[src/rtl/dlf_pkg.sv]
`timescale 1ns / 1ps
// ----------------------------------------------------------------------------
// dlf_pkg
// Character codes, fixed-point constants and shared types of the
// decimal literal to fixed-point converter.
// ----------------------------------------------------------------------------
package dlf_pkg;

  localparam logic [7:0] CH_ZERO  = 8'h30;
  localparam logic [7:0] CH_NINE  = 8'h39;
  localparam logic [7:0] CH_MINUS = 8'h2D;
  localparam logic [7:0] CH_POINT = 8'h2E;
  localparam logic [7:0] CH_SUFFIX = 8'h66;

  // fraction accumulator and digit weight are Q0.32
  localparam int unsigned QW = 32;
  localparam logic [QW-1:0] TENTH_Q32 = 32'h1999_999A;

  typedef struct packed {
    logic negative;
    logic sat_seen;
    logic bad_seen;
  } flags_t;

endpackage

[src/rtl/dlf_char_if.sv]
`timescale 1ns / 1ps
// ----------------------------------------------------------------------------
// dlf_char_if
// Character channel: one ASCII character per item, with a last marker.
// ----------------------------------------------------------------------------
interface dlf_char_if;
  logic       valid;
  logic       ready;
  logic [7:0] ch;
  logic       last;

  modport source (output valid, output ch, output last, input ready);
  modport sink   (input valid, input ch, input last, output ready);
endinterface

[src/rtl/dlf_result_if.sv]
`timescale 1ns / 1ps
// ----------------------------------------------------------------------------
// dlf_result_if
// Result channel: signed fixed-point value with saturation and bad flags.
// ----------------------------------------------------------------------------
interface dlf_result_if #(
  parameter int VAL_W = 40
);
  logic                    valid;
  logic                    ready;
  logic signed [VAL_W-1:0] value;
  logic                    saturated;
  logic                    bad_char;

  modport source (output valid, output value, output saturated, output bad_char,
                  input ready);
  modport sink   (input valid, input value, input saturated, input bad_char,
                  output ready);
endinterface

[src/rtl/dlf_accum.sv]
`timescale 1ns / 1ps
// ----------------------------------------------------------------------------
// dlf_accum
// Input register, per-character accumulator update and the register that
// hands a finished literal to the output stage.
// ----------------------------------------------------------------------------
module dlf_accum #(
  parameter int INT_BITS = 24
) (
  input  logic                      clk_i,
  input  logic                      rst_ni,
  dlf_char_if.sink                  char_i,
  output logic                      fin_valid_o,
  input  logic                      fin_ready_i,
  output logic [INT_BITS-2:0]       fin_int_o,
  output logic [dlf_pkg::QW-1:0]    fin_frac_o,
  output dlf_pkg::flags_t           fin_flags_o
);
  import dlf_pkg::*;

  localparam int IMAG_W = INT_BITS - 1;

  typedef enum logic [1:0] {
    PH_START,
    PH_INT,
    PH_FRAC,
    PH_SUFFIX
  } phase_e;

  logic              in_v_q, in_v_d;
  logic [7:0]        ch_q;
  logic              last_q;

  logic [IMAG_W-1:0] int_q, int_d, int_u;
  logic [QW-1:0]     frac_q, frac_d, frac_u;
  logic [QW-1:0]     scale_q, scale_d, scale_u;
  phase_e            phase_q, phase_d, phase_u;
  flags_t            flags_q, flags_d, flags_u;

  logic              fin_v_q, fin_v_d;
  logic [IMAG_W-1:0] fin_int_q;
  logic [QW-1:0]     fin_frac_q;
  flags_t            fin_flags_q;

  logic              fin_free, consume, in_take;
  logic              is_digit;
  logic [3:0]        digit;
  logic [IMAG_W+3:0] int_x10;
  logic              int_ovf;
  logic [QW+3:0]     frac_prod;
  logic [QW+4:0]     frac_sum;
  logic              frac_ovf;
  logic [2*QW-1:0]   scale_prod;
  logic [QW-1:0]     scale_nx;

  assign fin_free     = !fin_v_q || fin_ready_i;
  assign consume      = in_v_q && (!last_q || fin_free);
  assign char_i.ready = !in_v_q || consume;
  assign in_take      = char_i.valid && char_i.ready;

  assign is_digit   = (ch_q >= CH_ZERO) && (ch_q <= CH_NINE);
  assign digit      = 4'(ch_q - CH_ZERO);
  assign int_x10    = ((IMAG_W+4)'(int_q) << 3) + ((IMAG_W+4)'(int_q) << 1)
                      + (IMAG_W+4)'(digit);
  assign int_ovf    = |int_x10[IMAG_W+3:IMAG_W];
  assign frac_prod  = (QW+4)'(digit) * (QW+4)'(scale_q);
  assign frac_sum   = (QW+5)'(frac_q) + (QW+5)'(frac_prod);
  assign frac_ovf   = |frac_sum[QW+4:QW];
  assign scale_prod = (2*QW)'(scale_q) * (2*QW)'(TENTH_Q32);
  assign scale_nx   = scale_prod[2*QW-1:QW] + QW'(scale_prod[QW-1]);

  always_comb begin
    int_u   = int_q;
    frac_u  = frac_q;
    scale_u = scale_q;
    phase_u = phase_q;
    flags_u = flags_q;
    if (is_digit) begin
      unique case (phase_q)
        PH_START, PH_INT: begin
          if (int_ovf) begin
            int_u            = {IMAG_W{1'b1}};
            flags_u.sat_seen = 1'b1;
          end else begin
            int_u = int_x10[IMAG_W-1:0];
          end
          phase_u = PH_INT;
        end
        PH_FRAC: begin
          frac_u  = frac_ovf ? {QW{1'b1}} : frac_sum[QW-1:0];
          scale_u = scale_nx;
        end
        default: flags_u.bad_seen = 1'b1;
      endcase
    end else if (ch_q == CH_MINUS) begin
      if (phase_q == PH_START) begin
        flags_u.negative = 1'b1;
        phase_u          = PH_INT;
      end else begin
        flags_u.bad_seen = 1'b1;
      end
    end else if (ch_q == CH_POINT) begin
      if (phase_q == PH_START || phase_q == PH_INT) phase_u = PH_FRAC;
      else flags_u.bad_seen = 1'b1;
    end else if (ch_q == CH_SUFFIX) begin
      if (phase_q != PH_SUFFIX) phase_u = PH_SUFFIX;
      else flags_u.bad_seen = 1'b1;
    end else begin
      flags_u.bad_seen = 1'b1;
    end
  end

  always_comb begin
    int_d   = int_q;
    frac_d  = frac_q;
    scale_d = scale_q;
    phase_d = phase_q;
    flags_d = flags_q;
    fin_v_d = fin_v_q && !fin_ready_i;
    in_v_d  = in_take ? 1'b1 : (consume ? 1'b0 : in_v_q);
    if (consume) begin
      if (last_q) begin
        int_d   = '0;
        frac_d  = '0;
        scale_d = TENTH_Q32;
        phase_d = PH_START;
        flags_d = '0;
        fin_v_d = 1'b1;
      end else begin
        int_d   = int_u;
        frac_d  = frac_u;
        scale_d = scale_u;
        phase_d = phase_u;
        flags_d = flags_u;
      end
    end
  end

  always_ff @(posedge clk_i or negedge rst_ni) begin
    if (!rst_ni) begin
      in_v_q  <= 1'b0;
      int_q   <= '0;
      frac_q  <= '0;
      scale_q <= TENTH_Q32;
      phase_q <= PH_START;
      flags_q <= '0;
      fin_v_q <= 1'b0;
    end else begin
      in_v_q  <= in_v_d;
      int_q   <= int_d;
      frac_q  <= frac_d;
      scale_q <= scale_d;
      phase_q <= phase_d;
      flags_q <= flags_d;
      fin_v_q <= fin_v_d;
    end
  end

  always_ff @(posedge clk_i) begin
    if (in_take) begin
      ch_q   <= char_i.ch;
      last_q <= char_i.last;
    end
    if (consume && last_q) begin
      fin_int_q   <= int_u;
      fin_frac_q  <= frac_u;
      fin_flags_q <= flags_u;
    end
  end

  assign fin_valid_o = fin_v_q;
  assign fin_int_o   = fin_int_q;
  assign fin_frac_o  = fin_frac_q;
  assign fin_flags_o = fin_flags_q;

endmodule

[src/rtl/dlf_final.sv]
`timescale 1ns / 1ps
// ----------------------------------------------------------------------------
// dlf_final
// Round the fraction, merge with the integer part, clamp, apply the sign
// and hold the result in the output register.
// ----------------------------------------------------------------------------
module dlf_final #(
  parameter int INT_BITS  = 24,
  parameter int FRAC_BITS = 16
) (
  input  logic                   clk_i,
  input  logic                   rst_ni,
  input  logic                   fin_valid_i,
  output logic                   fin_ready_o,
  input  logic [INT_BITS-2:0]    fin_int_i,
  input  logic [dlf_pkg::QW-1:0] fin_frac_i,
  input  dlf_pkg::flags_t        fin_flags_i,
  dlf_result_if.source           result_o
);
  import dlf_pkg::*;

  localparam int TOT_W = INT_BITS + FRAC_BITS;

  logic             out_v_q;
  logic [TOT_W-1:0] value_q;
  logic             sat_q;
  logic             bad_q;

  logic [QW:0]        rnd;
  logic [FRAC_BITS:0] fq;
  logic [TOT_W-1:0]   mag, mag_c, val;
  logic               mag_ovf, take;

  assign fin_ready_o = !out_v_q || result_o.ready;
  assign take        = fin_valid_i && fin_ready_o;

  assign rnd     = (QW+1)'(fin_frac_i) + ((QW+1)'(1) << (QW - 1 - FRAC_BITS));
  assign fq      = rnd[QW:QW-FRAC_BITS];
  assign mag     = (TOT_W'(fin_int_i) << FRAC_BITS) + TOT_W'(fq);
  assign mag_ovf = mag[TOT_W-1];
  assign mag_c   = mag_ovf ? {1'b0, {(TOT_W-1){1'b1}}} : mag;
  assign val     = fin_flags_i.negative ? (~mag_c + TOT_W'(1)) : mag_c;

  always_ff @(posedge clk_i or negedge rst_ni) begin
    if (!rst_ni) begin
      out_v_q <= 1'b0;
    end else if (fin_ready_o) begin
      out_v_q <= fin_valid_i;
    end
  end

  always_ff @(posedge clk_i) begin
    if (take) begin
      value_q <= val;
      sat_q   <= fin_flags_i.sat_seen || mag_ovf;
      bad_q   <= fin_flags_i.bad_seen;
    end
  end

  assign result_o.valid     = out_v_q;
  assign result_o.value     = $signed(value_q);
  assign result_o.saturated = sat_q;
  assign result_o.bad_char  = bad_q;

endmodule

[src/rtl/decimal_literal_to_fixed.sv]
`timescale 1ns / 1ps
// ----------------------------------------------------------------------------
// decimal_literal_to_fixed
// Decimal literal (ASCII, one character per item) to signed fixed point.
// ----------------------------------------------------------------------------
// Takes one character per cycle when not stalled: an optional '-', integer
// digits, an optional '.', fraction digits and an optional trailing 'f'.
// Each character passes an input register, updates the accumulators in the
// next cycle, and the item marked last leaves its totals in a hand-off
// register; the output register shows the signed Q(INT_BITS).(FRAC_BITS)
// value once the hand-off register has passed it on. The accumulator
// update (a constant multiply for the next digit weight) sets the one
// character per cycle figure; stalls on the result side only hold the input
// once both the hand-off and output registers are full and another last
// character waits. No start-up pass after reset.
module decimal_literal_to_fixed #(
  parameter int INT_BITS  = 24,
  parameter int FRAC_BITS = 16
) (
  input  logic         clk_i,
  input  logic         rst_ni,
  dlf_char_if.sink     char_i,
  dlf_result_if.source result_o
);
  import dlf_pkg::*;

  logic                fin_valid;
  logic                fin_ready;
  logic [INT_BITS-2:0] fin_int;
  logic [QW-1:0]       fin_frac;
  flags_t              fin_flags;

  dlf_accum #(
    .INT_BITS (INT_BITS)
  ) u_accum (
    .clk_i       (clk_i),
    .rst_ni      (rst_ni),
    .char_i      (char_i),
    .fin_valid_o (fin_valid),
    .fin_ready_i (fin_ready),
    .fin_int_o   (fin_int),
    .fin_frac_o  (fin_frac),
    .fin_flags_o (fin_flags)
  );

  dlf_final #(
    .INT_BITS  (INT_BITS),
    .FRAC_BITS (FRAC_BITS)
  ) u_final (
    .clk_i       (clk_i),
    .rst_ni      (rst_ni),
    .fin_valid_i (fin_valid),
    .fin_ready_o (fin_ready),
    .fin_int_i   (fin_int),
    .fin_frac_i  (fin_frac),
    .fin_flags_i (fin_flags),
    .result_o    (result_o)
  );

endmodule

[src/flat_wrapper.sv]
// flat-port wrapper written by rule: the top's interface ports become plain ports
module decimal_literal_to_fixed_flat import dlf_pkg::*;
#(
  parameter int INT_BITS  = 24,
  parameter int FRAC_BITS = 16
)
  (clk_i, rst_ni, char_i_valid, char_i_ch, char_i_last, char_i_ready, result_o_valid, result_o_value, result_o_saturated, result_o_bad_char, result_o_ready);
  dlf_char_if char_i_i ();
  dlf_result_if result_o_i ();
  input  logic clk_i;
  input  logic rst_ni;
  input wire logic [$bits(char_i_i.valid)-1:0] char_i_valid;
  input wire logic [$bits(char_i_i.ch)-1:0] char_i_ch;
  input wire logic [$bits(char_i_i.last)-1:0] char_i_last;
  output wire logic [$bits(char_i_i.ready)-1:0] char_i_ready;
  output wire logic [$bits(result_o_i.valid)-1:0] result_o_valid;
  output wire logic [$bits(result_o_i.value)-1:0] result_o_value;
  output wire logic [$bits(result_o_i.saturated)-1:0] result_o_saturated;
  output wire logic [$bits(result_o_i.bad_char)-1:0] result_o_bad_char;
  input wire logic [$bits(result_o_i.ready)-1:0] result_o_ready;
  assign char_i_i.valid = char_i_valid;
  assign char_i_i.ch = char_i_ch;
  assign char_i_i.last = char_i_last;
  assign char_i_ready = char_i_i.ready;
  assign result_o_valid = result_o_i.valid;
  assign result_o_value = result_o_i.value;
  assign result_o_saturated = result_o_i.saturated;
  assign result_o_bad_char = result_o_i.bad_char;
  assign result_o_i.ready = result_o_ready;
  decimal_literal_to_fixed #(.INT_BITS(INT_BITS), .FRAC_BITS(FRAC_BITS)) u_core (.clk_i(clk_i), .rst_ni(rst_ni), .char_i(char_i_i), .result_o(result_o_i));
endmodule
[config.mk]
export PLATFORM = sky130hd
export DESIGN_NAME = decimal_literal_to_fixed_flat
export DESIGN_NICKNAME = d
export VERILOG_FILES = /design/src/rtl/dlf_pkg.sv /design/src/rtl/dlf_char_if.sv /design/src/rtl/dlf_result_if.sv /design/src/rtl/dlf_accum.sv /design/src/rtl/dlf_final.sv /design/src/rtl/decimal_literal_to_fixed.sv /design/src/flat_wrapper.sv
export SDC_FILE = /design/constraint.sdc
export NUM_CORES = 2
export LEC_CHECK = 0
export BUFFER_PORTS_ARGS = -buffer_cell sky130_fd_sc_hd__buf_2
export CORE_UTILIZATION = 66
export CTS_BUF_LIST = sky130_fd_sc_hd__clkbuf_16
export CTS_CLUSTER_SIZE = 12
export DETAILED_ROUTE_END_ITERATION = 16
export GPL_TIMING_DRIVEN = 0
export PLACE_DENSITY_LB_ADDON = 0.12
export SLEW_MARGIN = 20
export SYNTH_ARGS = -nofsm -noshare
export SYNTH_HDL_FRONTEND = slang
export SYNTH_SLANG_ARGS = --single-unit
export TNS_END_PERCENT = 100
[constraint.sdc]
create_clock -name clk_i -period 11 [get_ports clk_i]
set_input_delay 1.1 -clock clk_i [delete_from_list [all_inputs] [get_ports clk_i]]
set_output_delay 1.1 -clock clk_i [all_outputs]
set_load 0.05 [all_outputs]
==> summary.md <==
| Metric | Value |
|---|---|
| Root Buffer | clkbuf_16 |
| First-pass GRT wire length | 139000 um |
| Pin count of the biggest net entering global routing | between 70 and 80 |
| DP HPWL | 73000 um |
| Tot GR Track Use | 38.8% |
| Crit Path Max Fanout | 10 |
| Via density | 6.18 |
| HP Class | primary input to async pin |
| Post-cts sizing count | 0 |
| Initial antenna violation count | 0 |
| Core area | 45500 um^2 |
| Drt pass-1 iters | 6 |
| Met2 WL | ~42000 um |
| Number of max-cap violations | 0 |
| Final Skew | 0.0202 ns |
| Synth Register Bits | 187 |
| Num ports | 57 |
| Die Span Y | 217 um |
| Num CTS Buffers | 17 |
| Most used cell, CP | fa_1 |
| Library cells used by synthesis | 96 |
| Share of cells above drive strength 1 | 5.47% |
| Antenna fix cells | 0 |
| F_max | roughly 110 MHz |
| Final Hold Violating Endpoints | 0 |
| Area Growth Syn to Fin | 5.62% |
| Vias in the first global route | 25600 |
| Initial DRC Count | roughly 2000 |
| Critical Path Sink Type | flop |
| Hold buffers post-CTS | 0 |
| Total clock sinks | 187 |
| Setup_tns | 0 ns |
| Critical path launch point type | flop |
| Metal3 WL | 6380 um |
| # H-tree levels | 4 |
| Bufs on Longest Clock Path | 2 |
| DRC | 0 |
| Final wirelength | 87100 um |
| Rows | 78 |
| Ys async rst share | 49.7% |
| Number of port buffers | 56 |
| Die area | between 40000 and 50000 um^2 |
| Antenna viol nets, final | 0 |
| Final #Nets | 4201 |
| Initial core utilization | 67.1% |
| Mean area per synthesized cell | 9.22 um^2 |
| Worst-margin pin slew | 1.17 ns |
| WL met1 | around 33000 um |
| Status | finished, final reports clean |
| Syn Nets | 4123 |
| Vias | 24700 |
| Critical path type | flop to flop |
| Fin. max-slew vios | 0 |
| Worst r2r src | u_core.u_accum.scale_q[6] |
| Ys Warns | 0 |
| Mapped Cells | 3308 |
| Slew HR | 21.8% |
| Sequential fraction of the synthesis area | 16.9% |
| Total setup buffers inserted after CTS | 0 |
| DR WL/cell | 21.8 um |
| Crit-path leading delay family | adder cells |
| Clk Latency, worst-skew pair | 0.49 ns |
| Final worst path period share | a little over 80% |
| Reg2Reg Depth | 25 |
| RSZ-0062 raised after global routing | false |
| Req. time, crit path | between 10 and 15 ns |
| Worst R2R End | u_core.u_accum.scale_q[27] |
| Final setup vio count | 0 |
| Area of the mapped netlist | 30500 um^2 |
| Fin crit period | 9.13 ns |
| Number of flops mapped to enable cells by yosys | 94 |
| Top FF cell, synth | edfxtp_1 |
| Die Wd | 217 um |
| Buf/Inv on CP | 4 |
| Total gr overflow | 0 |
| Top layer in use | met4 |
| Crit-path max cell delay | 0.63 ns |
| TritonCTS clock tree | built |
| Crit path arrival time | around 9.5 ns |
| Slowest CP cell | a311oi_1 |
| Clk slew on worst S/H paths | 0.09 ns |
| Reg2Reg Setup Slack | about 1.9 ns |
| GP Congestion | ~0.98 |
metal layers:
metal,GRT usage (%),vias to the layer above
met4,19.9,0
met1,47.9,12100
met5,0,-
met3,5.56,276
li1,-,11100
met2,66.4,1186
registers in the layout (all words and copies together) (netlist names):
signal	count
u_core.u_accum.fin_frac_o	17
u_core.u_accum.frac_q	32
u_core.u_accum.scale_q	30
u_core.u_accum.in_v_q	1
u_core.u_final.result_o.saturated	1
u_core.u_accum.last_q	1
u_core.u_final.result_o.valid	1
u_core.u_final.result_o.bad_char	1
u_core.u_final.result_o.value	40
u_core.u_accum.phase_q	2
u_core.u_accum.fin_int_o	23
u_core.u_accum.fin_valid_o	1
u_core.u_accum.ch_q	8
u_core.u_accum.int_q	23
u_core.u_accum.flags_q	3
u_core.u_accum.fin_flags_o	3
stage by stage:
stage                     instances  worst slack [ns]  area, um^2  utilization (%)  hold slack, ns
after CTS                      3999              1.89       32200             70.8           0.447
after floorplan                3308              3.40       30500                -           0.400
after detailed placement       3967              1.95       31600             69.5           0.420
final                          3999              1.87       32200             70.8           0.459
after global placement         3964              1.97       31500             69.3           0.415
after global routing           3999              1.42       32200             70.8           0.466
cells in the final DEF (no fill, tap or decap), drive strengths merged, types with 6 or more instances in the layout:
master and count:
clkbuf 91, a211oi 24, dfstp 15, o21ai 129, or2 18, nor2 164, a22oi 7, nand2 292
ha 394, buf 75, o21bai 14, or3 21, a311oi 7, nor3 50, dfrtp 78, and2 69
a22o 15, nand2b 12, a21oi 215, o31ai 21, nor4 19, edfxtp 94, xnor2 84, nor3b 6
a31oi 13, a211o 8, nand3 60, or4 7, xor2 74, and4 11, and3 27, nor2b 11
o211a 6, o211ai 20, o21a 21, a21o 62, nand4 40, inv 636, fa 408
Yosys cell counts, types with 5 or more instances:
cell	number	area, um^2
and2_1	67	419
o21a_1	21	158
a22o_1	15	131
or4_1	7	52.6
nand4_1	36	225
nor4bb_1	5	50.1
and4_1	10	87.6
nor3_2	7	70.1
o211a_1	6	60.1
fa_1	408	8170
o211ai_1	19	143
a21oi_1	213	1070
a311oi_1	5	43.8
dfrtp_1	78	1950
xnor2_1	84	736
o21ai_0	117	586
and3_1	27	169
nand2_1	292	1100
nor4_1	14	87.6
nand3_1	60	300
mux2i_1	5	50.1
o31ai_1	19	143
clkbuf_1	71	267
nor2b_1	11	68.8
inv_1	627	2350
a211o_1	8	70.1
o21ai_1	10	50.1
or2_2	18	113
nor2_1	163	612
nor3_1	43	215
or3_1	20	125
edfxtp_1	94	2820
o22a_1	5	43.8
a31oi_1	12	75.1
buf_2	13	65.1
a21o_1	62	465
xor2_1	74	648
ha_1	394	4930
nand2b_1	12	75.1
dfstp_2	15	394
nor3b_1	6	45.0
a211oi_1	20	150
a22oi_1	7	52.6
o21bai_1	14	105
final cells by class:
cell class / instances / area (um^2)
clock buffer: 18 / 450
sequential: 187 / 5170
timing repair buffer: 59 / 354
inverter: 627 / 2350
multi-input combinational: 2405 / 22600
tap: 600 / 751
fill: 3509 / 13300
buffer: 89 / 368
clock inverter: 14 / 148
kinds of logic after synthesis:
kind of cell,count (synthesis),share of synthesized area (%)
fa+ha+maj,802,42.9
flops,187,16.9
buf+inv,716,8.92
mux,7,0.238
compound gates,614,13.0
xor+xnor,158,4.54
simple gates,824,13.4
worst max-delay path by stage:
stage                               start                          to  slack, ns  cells past startpoint
2_1_floorplan  u_core.u_accum.scale_q[12]  u_core.u_accum.scale_q[28]       3.40                     26
3_3_place_gp   u_core.u_accum.scale_q[14]  u_core.u_accum.scale_q[28]       1.97                     28
3_5_place_dp   u_core.u_accum.scale_q[14]  u_core.u_accum.scale_q[28]       1.95                     28
4_1_cts        u_core.u_accum.scale_q[14]  u_core.u_accum.scale_q[28]       1.89                     28
5_1_grt        u_core.u_accum.scale_q[14]  u_core.u_accum.scale_q[28]       1.42                     28
6_report        u_core.u_accum.scale_q[6]  u_core.u_accum.scale_q[27]       1.87                     25
Power is not shown: default switching activity piles up to over one toggle a cycle in this logic, so the estimate is an artifact.
